**config.mk**
```make
export PLATFORM = sky130hd
export DESIGN_NAME = pfse_desc_mem
export DESIGN_NICKNAME = d
export VERILOG_FILES = /design/src/rtl/core/pfse_pkg.sv /design/src/rtl/core/pfse_desc_mem.sv
export SDC_FILE = /design/constraint.sdc
export NUM_CORES = 1
export LEC_CHECK = 0
export BUFFER_PORTS_ARGS = -buffer_cell sky130_fd_sc_hd__buf_2
export CORE_ASPECT_RATIO = 0.6
export CORE_UTILIZATION = 50
export DETAILED_ROUTE_END_ITERATION = 8
export HOLD_SLACK_MARGIN = 0.06
export PLACE_DENSITY_LB_ADDON = 0.05
export SETUP_SLACK_MARGIN = 0.2
export SKIP_CTS_REPAIR_TIMING = 1
export SLEW_MARGIN = 10
export SYNTH_ARGS = -nofsm -noshare
export SYNTH_HDL_FRONTEND = slang
export SYNTH_SLANG_ARGS = --single-unit
```
**constraint.sdc**
```tcl
create_clock -name clk_i -period 4.4 [get_ports clk_i]
set_input_delay 0.88 -clock clk_i [delete_from_list [all_inputs] [get_ports clk_i]]
set_output_delay 0.88 -clock clk_i [all_outputs]
set_load 0.005 [all_outputs]
```
**src/rtl/core/pfse_pkg.sv**
```systemverilog
// shared types, constants and helper functions of the packet field step engine
`timescale 1ns / 1ps
package pfse_pkg;

  localparam int TABLE_DEPTH    = 64;
  localparam int TABLE_AW       = $clog2(TABLE_DEPTH);
  localparam int ENT_W          = $clog2(TABLE_DEPTH + 1);
  localparam int BUFFER_BYTES   = 2048;
  localparam int BUF_AW         = $clog2(BUFFER_BYTES);
  localparam int BIDX_W         = BUF_AW + 1;
  localparam int MAX_FIELD_BITS = 64;
  localparam int WIN_BYTES      = MAX_FIELD_BITS / 8 + 1;
  localparam int WIN_BITS       = WIN_BYTES * 8;
  localparam int SH_W           = $clog2(WIN_BITS);
  localparam int SLOT_W         = $clog2(WIN_BYTES + 1);
  localparam int OFF_W          = 14;
  localparam int WID_W          = 7;
  localparam int CNT_W          = 7;

  localparam logic [ENT_W-1:0]  ENT_END   = ENT_W'(TABLE_DEPTH);
  localparam logic [BIDX_W-1:0] BUF_LIMIT = BIDX_W'(BUFFER_BYTES);
  localparam logic [WID_W-1:0]  WID_MAX   = WID_W'(MAX_FIELD_BITS);
  localparam logic [SLOT_W-1:0] SLOT_LAST = SLOT_W'(WIN_BYTES - 1);

  localparam logic [1:0] MODE_INC = 2'd1;
  localparam logic [1:0] MODE_DEC = 2'd2;

  typedef enum logic [1:0] {
    KIND_WR_DESC = 2'd0,
    KIND_WR_BYTE = 2'd1,
    KIND_RD_BYTE = 2'd2,
    KIND_ADVANCE = 2'd3
  } kind_e;

  typedef enum logic [3:0] {
    ST_IDLE,
    ST_BYTE_RD,
    ST_DESC_RD,
    ST_DESC_CHK,
    ST_FLD_RD,
    ST_FLD_LAST,
    ST_FLD_EXT,
    ST_FLD_STEP,
    ST_FLD_MRG,
    ST_FLD_WR
  } state_e;

  typedef struct packed {
    logic             used;
    logic [OFF_W-1:0] offset;
    logic [WID_W-1:0] width;
    logic [1:0]       mode;
  } desc_t;

  typedef struct packed {
    logic             shift_in;
    logic             extract;
    logic             step;
    logic             merge;
    logic             shift_out;
    logic             up;
    logic [2:0]       bit_ofs;
    logic [WID_W-1:0] width;
  } fu_ctrl_t;

  function automatic logic [MAX_FIELD_BITS-1:0] field_mask(input logic [WID_W-1:0] w);
    field_mask = ~({MAX_FIELD_BITS{1'b1}} << w);
  endfunction

  function automatic logic [SH_W-1:0] shift_amount(input logic [2:0] s,
                                                   input logic [WID_W-1:0] w);
    shift_amount = SH_W'(WIN_BITS) - SH_W'(s) - SH_W'(w);
  endfunction

  function automatic logic [SLOT_W-1:0] byte_span(input logic [2:0] s,
                                                  input logic [WID_W-1:0] w);
    logic [WID_W:0] bits;
    bits = (WID_W + 1)'(s) + (WID_W + 1)'(w) + (WID_W + 1)'(7);
    byte_span = SLOT_W'(bits >> 3);
  endfunction

endpackage

```
**src/rtl/core/pfse_desc_mem.sv**
```systemverilog
// descriptor table memory with per-entry valid bits cleared at reset
`timescale 1ns / 1ps
module pfse_desc_mem (
  input  logic                         clk_i,
  input  logic                         rst_ni,
  input  logic                         we_i,
  input  logic [pfse_pkg::TABLE_AW-1:0] waddr_i,
  input  pfse_pkg::desc_t              wdata_i,
  input  logic                         re_i,
  input  logic [pfse_pkg::TABLE_AW-1:0] raddr_i,
  output pfse_pkg::desc_t              rdata_o
);

  pfse_pkg::desc_t                    mem_q [pfse_pkg::TABLE_DEPTH];
  logic [pfse_pkg::TABLE_DEPTH-1:0]   vld_q;
  pfse_pkg::desc_t                    rd_q;
  logic                               rvld_q;

  always_ff @(posedge clk_i) begin
    if (we_i) begin
      mem_q[waddr_i] <= wdata_i;
    end
    if (re_i) begin
      rd_q <= mem_q[raddr_i];
    end
  end

  always_ff @(posedge clk_i or negedge rst_ni) begin
    if (!rst_ni) begin
      vld_q  <= '0;
      rvld_q <= 1'b0;
    end else begin
      if (we_i) begin
        vld_q[waddr_i] <= 1'b1;
      end
      if (re_i) begin
        rvld_q <= vld_q[raddr_i];
      end
    end
  end

  assign rdata_o = rvld_q ? rd_q : '0;

endmodule

```
==> results of run 1 <==
==> per-stage QoR <==
stage | cells | power (mW) | hold WS [ns]
5_1_grt | 4557 | 32.6 | 0.280
3_5_place_dp | 4286 | 19.5 | 0.449
2_1_floorplan | 2552 | 18.6 | 0.434
3_3_place_gp | 4286 | 19.4 | 0.446
6_report | 4562 | 31.7 | 0.225
4_1_cts | 4555 | 31.9 | 0.213
==> flip-flops by register name, indices dropped and copies added (netlist names) <==
name,flops
mem_q,1536
rvld_q,1
rd_q,24
vld_q,64
==> cells by family (layout without fill, tap and decap cells) <==
| logic type | Yosys count | in the layout |
|---|---|---|
| AOI/OAI and AO/OA | 59 | 59 |
| buffers and inverters | 135 | 523 |
| DFF | 1625 | 1625 |
| muxes | 509 | 509 |
| other | 0 | 6 |
| and+or+nand+nor | 224 | 224 |
==> layout by cell type (no fill, tap or decap), drive strengths merged, types with 2 or more instances in the layout <==
cell	count
a22oi	24
a311oi	2
a31oi	2
and2	25
buf	251
bufinv	7
clkbuf	187
clkinv	60
clkinvlp	5
dfrtp	65
diode	6
edfxtp	1560
inv	13
mux2i	20
mux4	489
nand2	21
nand2b	5
nand3	10
nand3b	2
nor2	82
nor2b	7
nor3	2
o22ai	28
or2	66
==> layer usage <==
metal | global-route usage, % | vias up
met2 | 39.3 | 1265
met5 | 0 | -
met3 | 6.71 | 183
met4 | 6.99 | 2
met1 | 40.7 | 15900
li1 | - | 11500
==> final timing paths <==
path / startpoint / cells past startpoint / slack (ns) / end
hold / removal: rst_ni / 1 / 0.23 / vld_q[50]
setup / recovery: raddr_i[0] / 7 / 0.78 / rd_q[14]
hold reg to reg: vld_q[35] / 1 / 0.47 / vld_q[35]
max in group asynchronous: rst_ni / 1 / 3.52 / rvld_q
setup reg to reg: mem_q[59][14] / 4 / 1.47 / rd_q[14]
min in group clk_i: wdata_i[7] / 1 / 0.45 / mem_q[42][7]
==> layout make-up <==
| type | count | area share (%) |
|---|---|---|
| multi-input cells | 792 | 18.7 |
| inverters | 3 | 0.0159 |
| clock buffers | 187 | 5.66 |
| well taps | 1616 | 2.86 |
| repair buffers | 251 | 3.17 |
| clock inverters | 82 | 0.881 |
| flip-flops and latches | 1625 | 68.6 |
| diodes | 6 | 0.0213 |
==> where the power goes <==
group | switching [mW] | internal, mW | leakage (nW)
Clock | 5.63 | 6.87 | 2.25
Sequential | 0.113 | 17.2 | 14.9
Combinational | 1.07 | 0.785 | 5.29
Total | 6.81 | 24.8 | 22.4
==> results_dict.tcl, run 1 <==
set metrics [dict create \
    status "completed" \
    start_kind "input pin" \
    grt_pass1_vias 29300 \
    tns_ns 0 \
    yosysSeqAreaShare_pct 78.4 \
    synthTopCellsByCount "edfxtp_1 (1560), mux4_2 (489), nor2_1 (82)" \
    cts_buffer_depth 3 \
    critical_path_class "in2reg" \
    clk_pin_slew_ns 0.07 \
    synth-compound-area-share_pct 0.660 \
    synthCells 2552 \
    maxCapViolCount 0 \
    drtAntennaViolNets 0 \
    via_per_inst 6.32 \
    leakage_nw 22.4 \
    wl_mm 164 \
    dpl_worst_slack_ns 0.0950 \
    dpl_cell_area_um2 65900 \
    drive_above_1_share_pct 36.6 \
    grt_overflow_total 0 \
    cts_root_buf "clkbuf_16" \
    grt_setup_unrepaired "no" \
    grt_pass1_wl_mm 229 \
    worst_pin_slew_ns 1.40 \
    synth_largest_area_cell "edfxtp_1" \
    synthSimpleGateAreaFrac_pct 1.84 \
    crit_chain "buf_8, buf_12, buf_4, mux4_2, mux4_2, a22oi_1, nand2_1" \
    synth_area_um2 61800 \
    m1WireLength_mm 71.5 \
    yosys_warnings 0 \
    num-fill-cells 8674 \
    synth_xor_area_share_pct 0 \
    ir_worst_vdd_uv 371 \
    crit_buf_inv 3 \
    max_slew_margin_pct 6.68 \
    rows 99 \
    cts_buffers 149 \
    multi_input_area_um2 13200 \
    gp_congestion 0.818 \
    synth_top_family_by_area "multiplexers" \
    fin_ws_ns 0.780 \
    synth_nets 2592 \
    critPathArrivalTime_ns 4.09 \
    fin_skew_ns 0.0215 \
    syn_area_per_cell_um2 24.2 \
    chipHeight_um 274 \
    hold_class "in2async" \
    top_layer "met5" \
    power-per-cell-area_nw_per_um2 448 \
    cpMaxStageDelayCell "a22oi_1" \
    vias 28800 \
    synthAdderAreaFrac_pct 0 \
    synth_seq_cells 1625 \
    synth_top_cell_area_share_pct 75.8 \
    critPathMaxStageDelay_ns 1.04 \
    start_util_pct 50.6 \
    final_nets 2862 \
    cp_data_required_time_ns 4.87 \
    clock_latency_ns 0.77 \
    die_w_um 456 \
    synth_most_common_cell "edfxtp_1" \
    critPathTopFamily "multiplexers" \
    ys_types 30 \
    drt-wirelength-per-cell_um 35.9 \
    ys_top_cells_by_area "edfxtp_1 (76%), mux4_2 (18%), dfrtp_1 (2.6%)" \
    final_cell_area_um2 70600 \
    grt_max_degree 66 \
    cpMostUsedCell "mux4_2" \
    placeableCoreArea_um2 122000 \
    met2_wirelength_mm 74.0 \
    synthMuxAreaShare_pct 18.1 \
    die-area_um2 125000 \
    wl_met3_mm 15.3 \
    post-route-util_pct 57.8 \
    ys_async_sr_fraction_pct 4.00 \
    synth_ff_type "edfxtp_1" \
    antenna_found_initial 10 \
    grtUsageTotal_pct 26.9 \
    place_hpwl_mm 95.4 \
    synth_edf_count 1560 \
    clock-sinks 1625 \
    min_period_ns 3.62 \
    drt-pass1-iter-count 5 \
    worstSetupEndpointType "register" \
    setup_viol_count_final 0 \
    drtIter0Drc 3460 \
    port_buffers 63 \
    syn2layout_area_growth_pct 14.2 \
    worstPathMaxFanout 35 \
    report.final.slew_viol_count 0 \
    htree_levels 4 \
    max_freq_ghz 0.276 \
    drc_errors 0 \
    seq_area_um2 48500 \
    pin_count 64 \
    period_share_pct 82.3 \
    hold_viol 0 \
    cts_tree "done" \
]
Note: power is estimated with default switching activity, not from simulation.
==> run 2: changes to the inputs <==
==> constraint.sdc (replaced) <==
create_clock -name clk_i -period 3.3 [get_ports clk_i]
set_input_delay 0.66 -clock clk_i [delete_from_list [all_inputs] [get_ports clk_i]]
set_output_delay 0.66 -clock clk_i [all_outputs]
set_load 0.005 [all_outputs]
==> run 2 against run 1 <==
  * Combinational power is 39% higher
  * Design area is 1.6% higher
  * Critical endpoint is now rd_q[21]
  * Register-to-register slack worse by 0.74 ns
  * Total power is 36% higher
  * Largest power group unchanged
==> results_dict.tcl, run 2 (synthesis gave the netlist of run 1 again) <==
set metrics [dict create \
    top_regs "mem_q x1536, vld_q x64, rd_q x24" \
    p_comb_share_pct 6.0 \
    drive_above_1_share_pct 38.0 \
    die-area_um2 125000 \
    rows 99 \
    grt_max_degree 66 \
    dpl_cell_area_um2 66800 \
    final_cell_area_um2 71800 \
    critPathArrivalTime_ns 3.36 \
    fin_ws_ns 0.424 \
    wl_mm 165 \
    hold_class "in2async" \
    drtAntennaViolNets 0 \
    worst_pin_slew_ns 1.25 \
    fin_skew_ns 0.0270 \
    grt_pass1_vias 29700 \
    grt_setup_unrepaired "no" \
    swShare_pct 21.1 \
    drtIter0Drc 3755 \
    antenna_found_initial 14 \
    grt_pass1_wl_mm 230 \
    via_per_inst 6.31 \
    pin_count 64 \
    die_w_um 456 \
    final_nets 2915 \
    clk_pin_slew_ns 0.06 \
    report.final.slew_viol_count 0 \
    dpl_worst_slack_ns -0.307 \
    htree_levels 4 \
    syn2layout_area_growth_pct 16.1 \
    status "completed" \
    leakage_nw 22.9 \
    start_kind "input pin" \
    vias 29100 \
    drt-pass1-iter-count 5 \
    cts_tree "done" \
    num-fill-cells 8579 \
    period_share_pct 87.2 \
    grt_overflow_total 0 \
    layout_common_cells "edfxtp_1 (1560), mux4_2 (489), buf_4 (166)" \
    tns_ns 0 \
    placeableCoreArea_um2 122000 \
    power_frac_clock_pct 40.4 \
    power_frac_seq_pct 53.6 \
    drc_errors 0 \
    setup_viol_count_final 0 \
    dp_cells 4338 \
    clock_latency_ns 0.78 \
    worstPathMaxFanout 13 \
    post-route-util_pct 58.8 \
    max_freq_ghz 0.348 \
    max_slew_margin_pct 16.5 \
    largest_reg_flops 1536 \
    hold_viol 0 \
    ir_worst_vdd_uv 502 \
    layout_commonest_cell "edfxtp_1" \
    critical_path_class "in2reg" \
    maxCapViolCount 0 \
    port_buffers 63 \
    p_sw_mw 9.06 \
    hold_ws_ns 0.0199 \
    regMostFlops "mem_q" \
    cts_root_buf "clkbuf_16" \
    min_period_ns 2.88 \
    grtUsageTotal_pct 27.0 \
    start_util_pct 50.6 \
    place_hpwl_mm 97.0 \
    power-per-cell-area_nw_per_um2 599 \
    cts_buffer_depth 3 \
    drt-wirelength-per-cell_um 35.7 \
    cp_data_required_time_ns 3.78 \
    totalPowerFinal_mw 43.0 \
    clock-sinks 1625 \
    chipHeight_um 274 \
    worstSetupEndpointType "register" \
    internal_power_mw 33.9 \
    final_cells 4617 \
    gp_congestion 0.813 \
    cts_buffers 149 \
]
==> run 2: changes by cell type in the layout (fill, tap and decap cells not counted), moves of 3 or more <==
cell | before | now
clkinv_1 | 35 | 28
clkinv_2 | 21 | 24
buf_4 | 157 | 166
buf_12 | 37 | 77
bufinv_16 | 7 | 14
inv_6 | 10 | 2
clkbuf_16 | 153 | 157
==> run 2: area by class of cell <==
class / count / area (um^2) / area share [%]
sequential: 1625 / 48500 / 67.5
multi-input combinational: 792 / 13200 / 18.5
clock buffer: 192 / 4120 / 5.74
timing repair buffer: 304 / 3140 / 4.37
tap: 1616 / 2020 / 2.82
clock inverter: 77 / 736 / 1.03
antenna: 8 / 20.0 / 0.0279
inverter: 3 / 11.3 / 0.0157
==> run 2: layer usage <==
layer / track usage [%] / vias up / share of wire (%)
met5: 0 / - / 0.027
met3: 7.56 / 195 / 10
met4: 7.64 / 8 / 2.2
met2: 40.1 / 1287 / 45
met1: 39.4 / 16000 / 42
li1: - / 11600 / -
==> run 2: worst paths after layout <==
kind,from,endpoint,slack [ns],cells past startpoint
min in group clk_i,wdata_i[14],mem_q[62][14],0.25,1
hold reg to reg,vld_q[25],vld_q[25],0.46,1
setup reg to reg,mem_q[51][21],rd_q[21],0.73,4
hold / removal,rst_ni,vld_q[5],0.02,1
max in group asynchronous,rst_ni,vld_q[27],2.61,1
setup / recovery,raddr_i[0],rd_q[21],0.42,8
==> run 2: power by group through the flow <==
| stage | sequential (mW) | combinational [mW] | clock [mW] |
|---|---|---|---|
| floorplan | 23.4 | 1.33 | 0 |
| global placement | 23.5 | 2.53 | 0 |
| detailed placement | 23.5 | 2.59 | 0 |
| CTS | 23.1 | 2.59 | 17.6 |
| global route | 23.1 | 2.73 | 18.4 |
| finish | 23.1 | 2.58 | 17.4 |
==> run 2: worst max-delay path, stage by stage <==
cell and delay (ns):
buf_8 0.24, buf_12 0.18, buf_12 0.15, buf_4 0.17, mux4_2 0.51, mux4_2 0.50
a22oi_1 0.82, nand2_1 0.12
