`src/rtl/core/pfse_pkg.sv`:
```
// shared types, constants and helper functions of the packet field step engine
`timescale 1ns / 1ps
package pfse_pkg;

  localparam int TABLE_DEPTH    = 64;
  localparam int TABLE_AW       = $clog2(TABLE_DEPTH);
  localparam int ENT_W          = $clog2(TABLE_DEPTH + 1);
  localparam int BUFFER_BYTES   = 2048;
  localparam int BUF_AW         = $clog2(BUFFER_BYTES);
  localparam int BIDX_W         = BUF_AW + 1;
  localparam int MAX_FIELD_BITS = 64;
  localparam int WIN_BYTES      = MAX_FIELD_BITS / 8 + 1;
  localparam int WIN_BITS       = WIN_BYTES * 8;
  localparam int SH_W           = $clog2(WIN_BITS);
  localparam int SLOT_W         = $clog2(WIN_BYTES + 1);
  localparam int OFF_W          = 14;
  localparam int WID_W          = 7;
  localparam int CNT_W          = 7;

  localparam logic [ENT_W-1:0]  ENT_END   = ENT_W'(TABLE_DEPTH);
  localparam logic [BIDX_W-1:0] BUF_LIMIT = BIDX_W'(BUFFER_BYTES);
  localparam logic [WID_W-1:0]  WID_MAX   = WID_W'(MAX_FIELD_BITS);
  localparam logic [SLOT_W-1:0] SLOT_LAST = SLOT_W'(WIN_BYTES - 1);

  localparam logic [1:0] MODE_INC = 2'd1;
  localparam logic [1:0] MODE_DEC = 2'd2;

  typedef enum logic [1:0] {
    KIND_WR_DESC = 2'd0,
    KIND_WR_BYTE = 2'd1,
    KIND_RD_BYTE = 2'd2,
    KIND_ADVANCE = 2'd3
  } kind_e;

  typedef enum logic [3:0] {
    ST_IDLE,
    ST_BYTE_RD,
    ST_DESC_RD,
    ST_DESC_CHK,
    ST_FLD_RD,
    ST_FLD_LAST,
    ST_FLD_EXT,
    ST_FLD_STEP,
    ST_FLD_MRG,
    ST_FLD_WR
  } state_e;

  typedef struct packed {
    logic             used;
    logic [OFF_W-1:0] offset;
    logic [WID_W-1:0] width;
    logic [1:0]       mode;
  } desc_t;

  typedef struct packed {
    logic             shift_in;
    logic             extract;
    logic             step;
    logic             merge;
    logic             shift_out;
    logic             up;
    logic [2:0]       bit_ofs;
    logic [WID_W-1:0] width;
  } fu_ctrl_t;

  function automatic logic [MAX_FIELD_BITS-1:0] field_mask(input logic [WID_W-1:0] w);
    field_mask = ~({MAX_FIELD_BITS{1'b1}} << w);
  endfunction

  function automatic logic [SH_W-1:0] shift_amount(input logic [2:0] s,
                                                   input logic [WID_W-1:0] w);
    shift_amount = SH_W'(WIN_BITS) - SH_W'(s) - SH_W'(w);
  endfunction

  function automatic logic [SLOT_W-1:0] byte_span(input logic [2:0] s,
                                                  input logic [WID_W-1:0] w);
    logic [WID_W:0] bits;
    bits = (WID_W + 1)'(s) + (WID_W + 1)'(w) + (WID_W + 1)'(7);
    byte_span = SLOT_W'(bits >> 3);
  endfunction

endpackage

```
`src/rtl/core/pfse_field_unit.sv`:
```
// byte window, field extract, increment or decrement, and merge back
`timescale 1ns / 1ps
module pfse_field_unit (
  input  logic               clk_i,
  input  pfse_pkg::fu_ctrl_t ctrl_i,
  input  logic [7:0]         byte_i,
  output logic [7:0]         byte_o
);

  logic [pfse_pkg::WIN_BITS-1:0]       win_q, win_d;
  logic [pfse_pkg::MAX_FIELD_BITS-1:0] val_q, val_d;
  logic [pfse_pkg::MAX_FIELD_BITS-1:0] mask;
  logic [pfse_pkg::SH_W-1:0]           sh;
  logic [pfse_pkg::WIN_BITS-1:0]       shr;
  logic [pfse_pkg::WIN_BITS-1:0]       mask_w;
  logic [pfse_pkg::WIN_BITS-1:0]       val_w;

  always_comb begin
    mask   = pfse_pkg::field_mask(ctrl_i.width);
    sh     = pfse_pkg::shift_amount(ctrl_i.bit_ofs, ctrl_i.width);
    shr    = win_q >> sh;
    mask_w = {{(pfse_pkg::WIN_BITS - pfse_pkg::MAX_FIELD_BITS){1'b0}}, mask} << sh;
    val_w  = {{(pfse_pkg::WIN_BITS - pfse_pkg::MAX_FIELD_BITS){1'b0}}, val_q} << sh;
    win_d  = win_q;
    val_d  = val_q;
    if (ctrl_i.shift_in) begin
      win_d = {win_q[pfse_pkg::WIN_BITS-9:0], byte_i};
    end else if (ctrl_i.shift_out) begin
      win_d = {win_q[pfse_pkg::WIN_BITS-9:0], 8'h00};
    end else if (ctrl_i.merge) begin
      win_d = (win_q & ~mask_w) | val_w;
    end
    if (ctrl_i.extract) begin
      val_d = shr[pfse_pkg::MAX_FIELD_BITS-1:0] & mask;
    end else if (ctrl_i.step) begin
      val_d = (ctrl_i.up ? val_q + 1'b1 : val_q - 1'b1) & mask;
    end
  end

  always_ff @(posedge clk_i) begin
    win_q <= win_d;
    val_q <= val_d;
  end

  assign byte_o = win_q[pfse_pkg::WIN_BITS-1 -: 8];

endmodule

```
`config.mk`:
```
export PLATFORM = sky130hd
export DESIGN_NAME = pfse_field_unit
export DESIGN_NICKNAME = d
export VERILOG_FILES = /design/src/rtl/core/pfse_pkg.sv /design/src/rtl/core/pfse_field_unit.sv
export SDC_FILE = /design/constraint.sdc
export NUM_CORES = 1
export LEC_CHECK = 0
export BUFFER_PORTS_ARGS = -buffer_cell sky130_fd_sc_hd__buf_2
export CAP_MARGIN = 20
export CORE_MARGIN = 2
export CORE_UTILIZATION = 40
export CTS_CLUSTER_SIZE = 14
export DETAILED_ROUTE_END_ITERATION = 8
export HOLD_SLACK_MARGIN = 0.03
export PLACE_DENSITY = 0.57
export REMOVE_ABC_BUFFERS = 1
export SYNTH_ARGS = -nofsm -noshare
export SYNTH_HDL_FRONTEND = slang
export SYNTH_SLANG_ARGS = --single-unit
```
`constraint.sdc`:
```
create_clock -name clk_i -period 5.5 [get_ports clk_i]
set_clock_uncertainty 0.2 [all_clocks]
set_input_delay 0.825 -clock clk_i [delete_from_list [all_inputs] [get_ports clk_i]]
set_output_delay 0.825 -clock clk_i [all_outputs]
set_load 0.005 [all_outputs]
```
==> results.cfg, run 1 <==
[final_layout]
drive_gt1_share_pct = 13.5
multi_input_area_mm2 = 0.0175
fin_nets = 3228
fill_cells = 5899
utilization_pct = 44.8
seq_area_mm2 = 0.00408
fin_area_mm2 = 0.0253
area_growth_pct = 10.6

[setup_path]
critPathRequiredTime_ns = 5.51
r2r-start = val_q[0]
start_kind = input port
path_max_fanout = 10
r2r_cells = 14
crit_chain = buf_2 -> inv_1 -> ha_4 -> ha_4 -> inv_1 -> fa_4 -> o21ai_0 -> buf_4 -> xor2_4 -> buf_4 -> nor2_2 -> nand2_1 -> buf_4 -> nor2_1 -> a21oi_1 -> a31oi_1
rr_endpoint = val_q[50]
cp.arrival_ns = 4.87
critPathSlowestCell = fa_4
crit_top_cell = buf_4
cp-end-kind = flop
cp_slowest_stage_delay_ns = 0.56
r2r_slack_ns = 1.22
worst-setup-path-type = in2reg

[drt]
routed_wl_um = 137000
vias_per_cell = 7.00
drc = 0
drt.antenna.violating_nets = 0
drt_first_pass_iters = 6
via_count = 27318
routedWlPerCell_um = 35.2
drt-initial-drc-count = 4277

[power]
finalPower_mw = 11.9
p_per_area_mw_per_mm2 = 471
p_leak_nw = 10.5
ir_drop_uv = 287

[logic_synthesis]
synth.cell_area_mm2 = 0.0229
ys.flop_type = edfxtp_1
netlist_top_cells_count = nand2_1, nor2_1, o21ai_0
ys_types = 93
synth_edf_count = 136
ys_seq_elements = 136
synth_warnings = 0
synthArstFlopShare_pct = 0
synth_area_leaders = edfxtp_1, mux2i_1, nand2_1
avgSynthCellArea_um2 = 7.28
synth.most_common_cell = nand2_1
yosysSeqAreaShare_pct = 17.9
synth_top_area_share_pct = 17.9
netlist.top_cell.by_area = edfxtp_1
syn-instance-count = 3141

[global_routing]
grt_pass1_wl_um = 191000
grt_max_degree = 103
use_met1_pct = 57.7
top_usage_layer = met2
grt_util_met3_pct = 11.9
antenna_found_initial = 6
grt_usage_pct = 45.0
grt_pass1_vias = 25448
grt_overflow_total = 0
grt_use_met2_pct = 67.2

[floorplan]
die_w_um = 243
num_io_pins = 33
num_rows = 87
core_area_mm2 = 0.0565
die_h_um = 243
die_area_mm2 = 0.0591
initial_core_util_pct = 40.5

[placed_design]
gp_congestion = 1.03
numPortBuffers = 32
placed_area_mm2 = 0.0247
hpwl_um = 108000

[outcome]
status = completed

[hold_path]
hp-start = byte_i[1]
holdCritPathClass = in2reg
min_to = win_q[1]
hold_depth = 3

[clock_network]
cts_sinks = 136
cts.clk_slew.worst_paths_ns = 0.07
cts-root-buf = clkbuf_16
clockBufferDepth = 2
cts_tree = built
cts_hold_buf = 0
cts_made_buffers = 17
post_cts_buffers = 0
ctsResizeCount = 0
htreeDepth = 4
clock_latency_ns = 0.50

[run]
maxCapViolations = 0

[sta]
worstMarginPinSlew_ns = 1.16
hold_viol = 0
period_share_pct = 88.2
setup_tns_ns = 0
relSlewSlack_pct = 22.7
max_freq_ghz = 0.206
period_needed_ns = 4.85
slew_violations = 0
rsz0062_at_grt = no
setup_viol = 0
[state kept, by name, summed over array words and instances (netlist names)]
name	flops
val_q	64
win_q	72
[per-layer routing]
layer	vias to the layer above	wire [µm]
li1	11641	-
met1	13224	52700
met2	2050	58200
met3	399	16300
met4	4	9950
met5	-	25
[how the worst max path moves through the flow]
stage	startpoint	endpoint	slack [ns]	cells after the start
after floorplan	ctrl_i[1]	win_q[55]	-7.59	11
after global placement	ctrl_i[0]	win_q[36]	0.30	16
after detailed placement	ctrl_i[0]	win_q[36]	0.32	16
after CTS	ctrl_i[0]	win_q[36]	0.83	16
after global routing	ctrl_i[0]	win_q[65]	0.58	16
final	ctrl_i[0]	win_q[36]	0.65	16
[layout by cell type (no fill, tap or decap), types with 47 or more instances in the layout]
| master | synthesis | layout |
|---|---|---|
| edfxtp_1 | 136 | 136 |
| buf_4 | 19 | 201 |
| ha_1 | 72 | 70 |
| a31oi_1 | 47 | 47 |
| a21oi_1 | 245 | 245 |
| o21ai_0 | 336 | 336 |
| mux2i_1 | 283 | 283 |
| nand3_1 | 56 | 56 |
| nor2_1 | 339 | 336 |
| nor3_1 | 51 | 51 |
| nand2_1 | 565 | 565 |
| mux4_2 | 66 | 66 |
[cells by family (layout without fill, tap and decap cells)]
kind of cell               count (synthesis)  in the layout  share of synthesized area [%]
and+or+nand+nor                         1144           1144                           21.0
AOI/OAI and AO/OA                       1031           1031                           28.3
muxes                                    370            370                           19.9
buffers and inverters                    318            319                           6.24
DFF                                      136            136                           17.9
adders and majority gates                 76             76                           4.20
xor gates and xnor gates                  66             66                           2.53
other                                      0              3                              0
[cell type report]
cell class,instances,share of cell area (%)
flip-flops and latches,136,16.2
diodes,3,0.0297
well taps,756,3.74
clock inverters,15,0.648
clock buffers,17,1.68
repair buffers,251,8.03
inverters,36,0.564
multi-input cells,2687,69.2
[worst max-delay path, delay by kind of cell]
family / cells / cell delay, ns
buffers and inverters: 6 / 1.22
adders and majority gates: 3 / 0.90
AOI/OAI and AO/OA: 3 / 0.91
and+or+nand+nor: 3 / 0.73
xor gates and xnor gates: 1 / 0.28
[metrics by stage]
step	hold slack, ns	setup slack [ns]	std cells
floorplan	0.361	-7.59	2859
global placement	0.433	0.304	3866
detailed placement	0.425	0.317	3866
CTS	0.413	0.827	3898
global route	0.425	0.576	3898
finish	0.419	0.647	3901
[power by group]
| group | internal, mW | leakage (nW) | switching [mW] | total, mW |
|---|---|---|---|---|
| Combinational | 2.86 | 8.76 | 5.62 | 8.48 |
| Sequential | 1.53 | 1.43 | 0.636 | 2.16 |
| Clock | 0.676 | 0.281 | 0.577 | 1.25 |
| Total | 5.06 | 10.5 | 6.83 | 11.9 |
No activity file was read; power rests on OpenSTA's default activity.
==> run 2: changes to the inputs <==
--- a/config.mk
+++ b/config.mk
@@ -11,7 +11,9 @@
 export CORE_UTILIZATION = 40
 export CTS_CLUSTER_SIZE = 14
 export DETAILED_ROUTE_END_ITERATION = 8
+export GPL_TIMING_DRIVEN = 0
 export HOLD_SLACK_MARGIN = 0.03
+export MAX_ROUTING_LAYER = met4
 export PLACE_DENSITY = 0.57
 export REMOVE_ABC_BUFFERS = 1
 export SYNTH_ARGS = -nofsm -noshare
==> run 2 against run 1 <==
Compared with the run above: the run now ends with negative setup slack left; cell count down 3.5%; register-to-register slack got worse by 0.21 ns; first-iteration DRC count fell by 6.7%; flip-flop and latch count is the same; via count shrank 3.2%; wire length is 6.5% lower; utilization down 0.44 points; power shrank 2.0%; critical endpoint is now val_q[8].
==> results.cfg, run 2 (same netlist as run 1, synthesis figures left out) <==
[outcome]
status = finished, violations left
violations = negative setup slack

[floorplan]
num_io_pins = 33
die_area_mm2 = 0.0591
die_h_um = 243
core_area_mm2 = 0.0565
num_rows = 87
die_w_um = 243
initial_core_util_pct = 40.5

[drt]
drt-initial-drc-count = 3990
routedWlPerCell_um = 34.1
via_count = 26433
routed_wl_um = 128000
drt.antenna.violating_nets = 0
drc = 0
drt_first_pass_iters = 6
vias_per_cell = 7.02

[setup_path]
critPathSlowestCell = a21oi_1
crit_start = ctrl_i[0]
worst-setup-path-type = in2reg
critPathRequiredTime_ns = 5.61
r2r_cells = 13
start_kind = input port
cp.depth = 14
crit_chain = buf_4 -> inv_1 -> ha_4 -> ha_4 -> buf_16 -> buf_16 -> mux2i_1 -> a21oi_1 -> mux2i_1 -> nand2_1 -> nand2_1 -> mux2i_2 -> a221oi_1 -> a221oi_1
crit_family = buffers and inverters
worstPathBufferInverterCount = 4
r2r-start = val_q[0]
cp_slowest_stage_delay_ns = 0.67
path_max_fanout = 72
cp.arrival_ns = 5.69
cp-end-kind = flop

[placed_design]
placed_area_mm2 = 0.0241
hpwl_um = 99800
numPortBuffers = 32
gp_congestion = 1.06

[sta]
slew_violations = 0
fin_ws_ns = -0.0773
hold_viol = 0
setup_viol = 6
max_freq_ghz = 0.179
period_needed_ns = 5.58
worstMarginPinSlew_ns = 1.30
period_share_pct = 101
relSlewSlack_pct = 13.2

[clock_network]
clock_latency_ns = 0.51
cts_tree = built
clockBufferDepth = 2
htreeDepth = 4
cts-root-buf = clkbuf_16
cts_sinks = 136
cts_hold_buf = 0
cts.clk_slew.worst_paths_ns = 0.08
cts_made_buffers = 17

[global_routing]
antenna_found_initial = 6
grt_pass1_vias = 24078
grt_pass1_wl_um = 179000
grt_max_degree = 80
grt_overflow_total = 0
grt_usage_pct = 43.5

[final_layout]
area_growth_pct = 9.48
mostFrequentLayoutCell = nand2_1
multi_input_area_mm2 = 0.0176
reg.largest.list = win_q x72, val_q x64
fin_nets = 3090
regMostFlops = win_q
seq_area_mm2 = 0.00408
largest_reg_flops = 72
fill_cells = 5780
final_cell_mix = nand2_1, nor2_1, o21ai_0
fin_area_mm2 = 0.0250
drive_gt1_share_pct = 10.6

[hold_path]
holdCritPathClass = in2reg
hp-start = byte_i[1]
hold_depth = 3

[power]
p_per_area_mw_per_mm2 = 466
p_leak_nw = 10.1
ir_drop_uv = 295
finalPower_mw = 11.7

[run]
maxCapViolations = 0
[run 2: cell count changes in the layout (fill, tap and decap cells not counted), moves of 6 or more]
cell | before | now
nor2_2 | 2 | 8
buf_8 | 0 | 25
buf_4 | 201 | 10
o21ai_1 | 12 | 18
nor2_1 | 336 | 329
o21ai_0 | 336 | 327
mux2i_2 | 0 | 7
buf_6 | 0 | 8
buf_16 | 0 | 16
mux2i_1 | 283 | 275
[run 2: repair_timing]
action / CTS / global route
hold endpoints to repair: 0 / 0
setup buffers: 5 / 4
gates resized for setup: 27 / 22
gates cloned: 1 / 1
endpoints found under the setup margin: 136 / 45
pin swaps: 2 / 4
[run 2: power breakdown]
| part | switching (mW) | total [mW] | internal (mW) |
|---|---|---|---|
| registers | 0.510 | 2.04 | 1.53 |
| logic | 5.59 | 8.30 | 2.72 |
| clock network | 0.600 | 1.32 | 0.722 |
| total | 6.70 | 11.7 | 4.96 |
[run 2: worst paths after layout]
check	slack [ns]	end
max	-0.08	val_q[8]
min	0.40	win_q[1]
max reg2reg	1.01	val_q[50]
min reg2reg	0.46	win_q[26]
[run 2: layout make-up]
class | instances | share of cell area, %
Antenna cell | 5 | 0.0500
Clock buffer | 17 | 1.70
Clock inverter | 14 | 0.740
Inverter | 36 | 0.630
Multi-Input combinational cell | 2688 | 70.5
Sequential cell | 136 | 16.3
Tap cell | 756 | 3.78
Timing Repair Buffer | 112 | 6.33
[run 2: worst min-delay path, delay by kind of cell]
| family | cells | cell delay [ns] |
|---|---|---|
| AOI/OAI and AO/OA | 1 | 0.06 |
| buffers and inverters | 1 | 0.07 |
| and+or+nand+nor | 1 | 0.04 |
[run 2: per-layer routing]
layer | track usage, % | vias to the layer above | routed length [µm]
li1 | - | 11373 | -
met1 | 56.8 | 12936 | 52200
met2 | 60.2 | 1779 | 52500
met3 | 10.9 | 345 | 14700
met4 | 26.2 | 0 | 8990
met5 | - | - | 0
[run 2: through the flow]
stage                     cells  setup TNS [ns]  util [%]  hold WS, ns  setup slack (ns)
after detailed placement   3715         -154.08      42.6        0.440             -2.16
after global placement     3647        -1968.06      40.1        0.447            -17.21
final                      3764          -0.139      44.3        0.400           -0.0773
after global routing       3764        -0.00523      44.3        0.418          -0.00523
after floorplan            2859         -877.67         -        0.361             -7.59
after CTS                  3752               0      44.0        0.378            0.0277
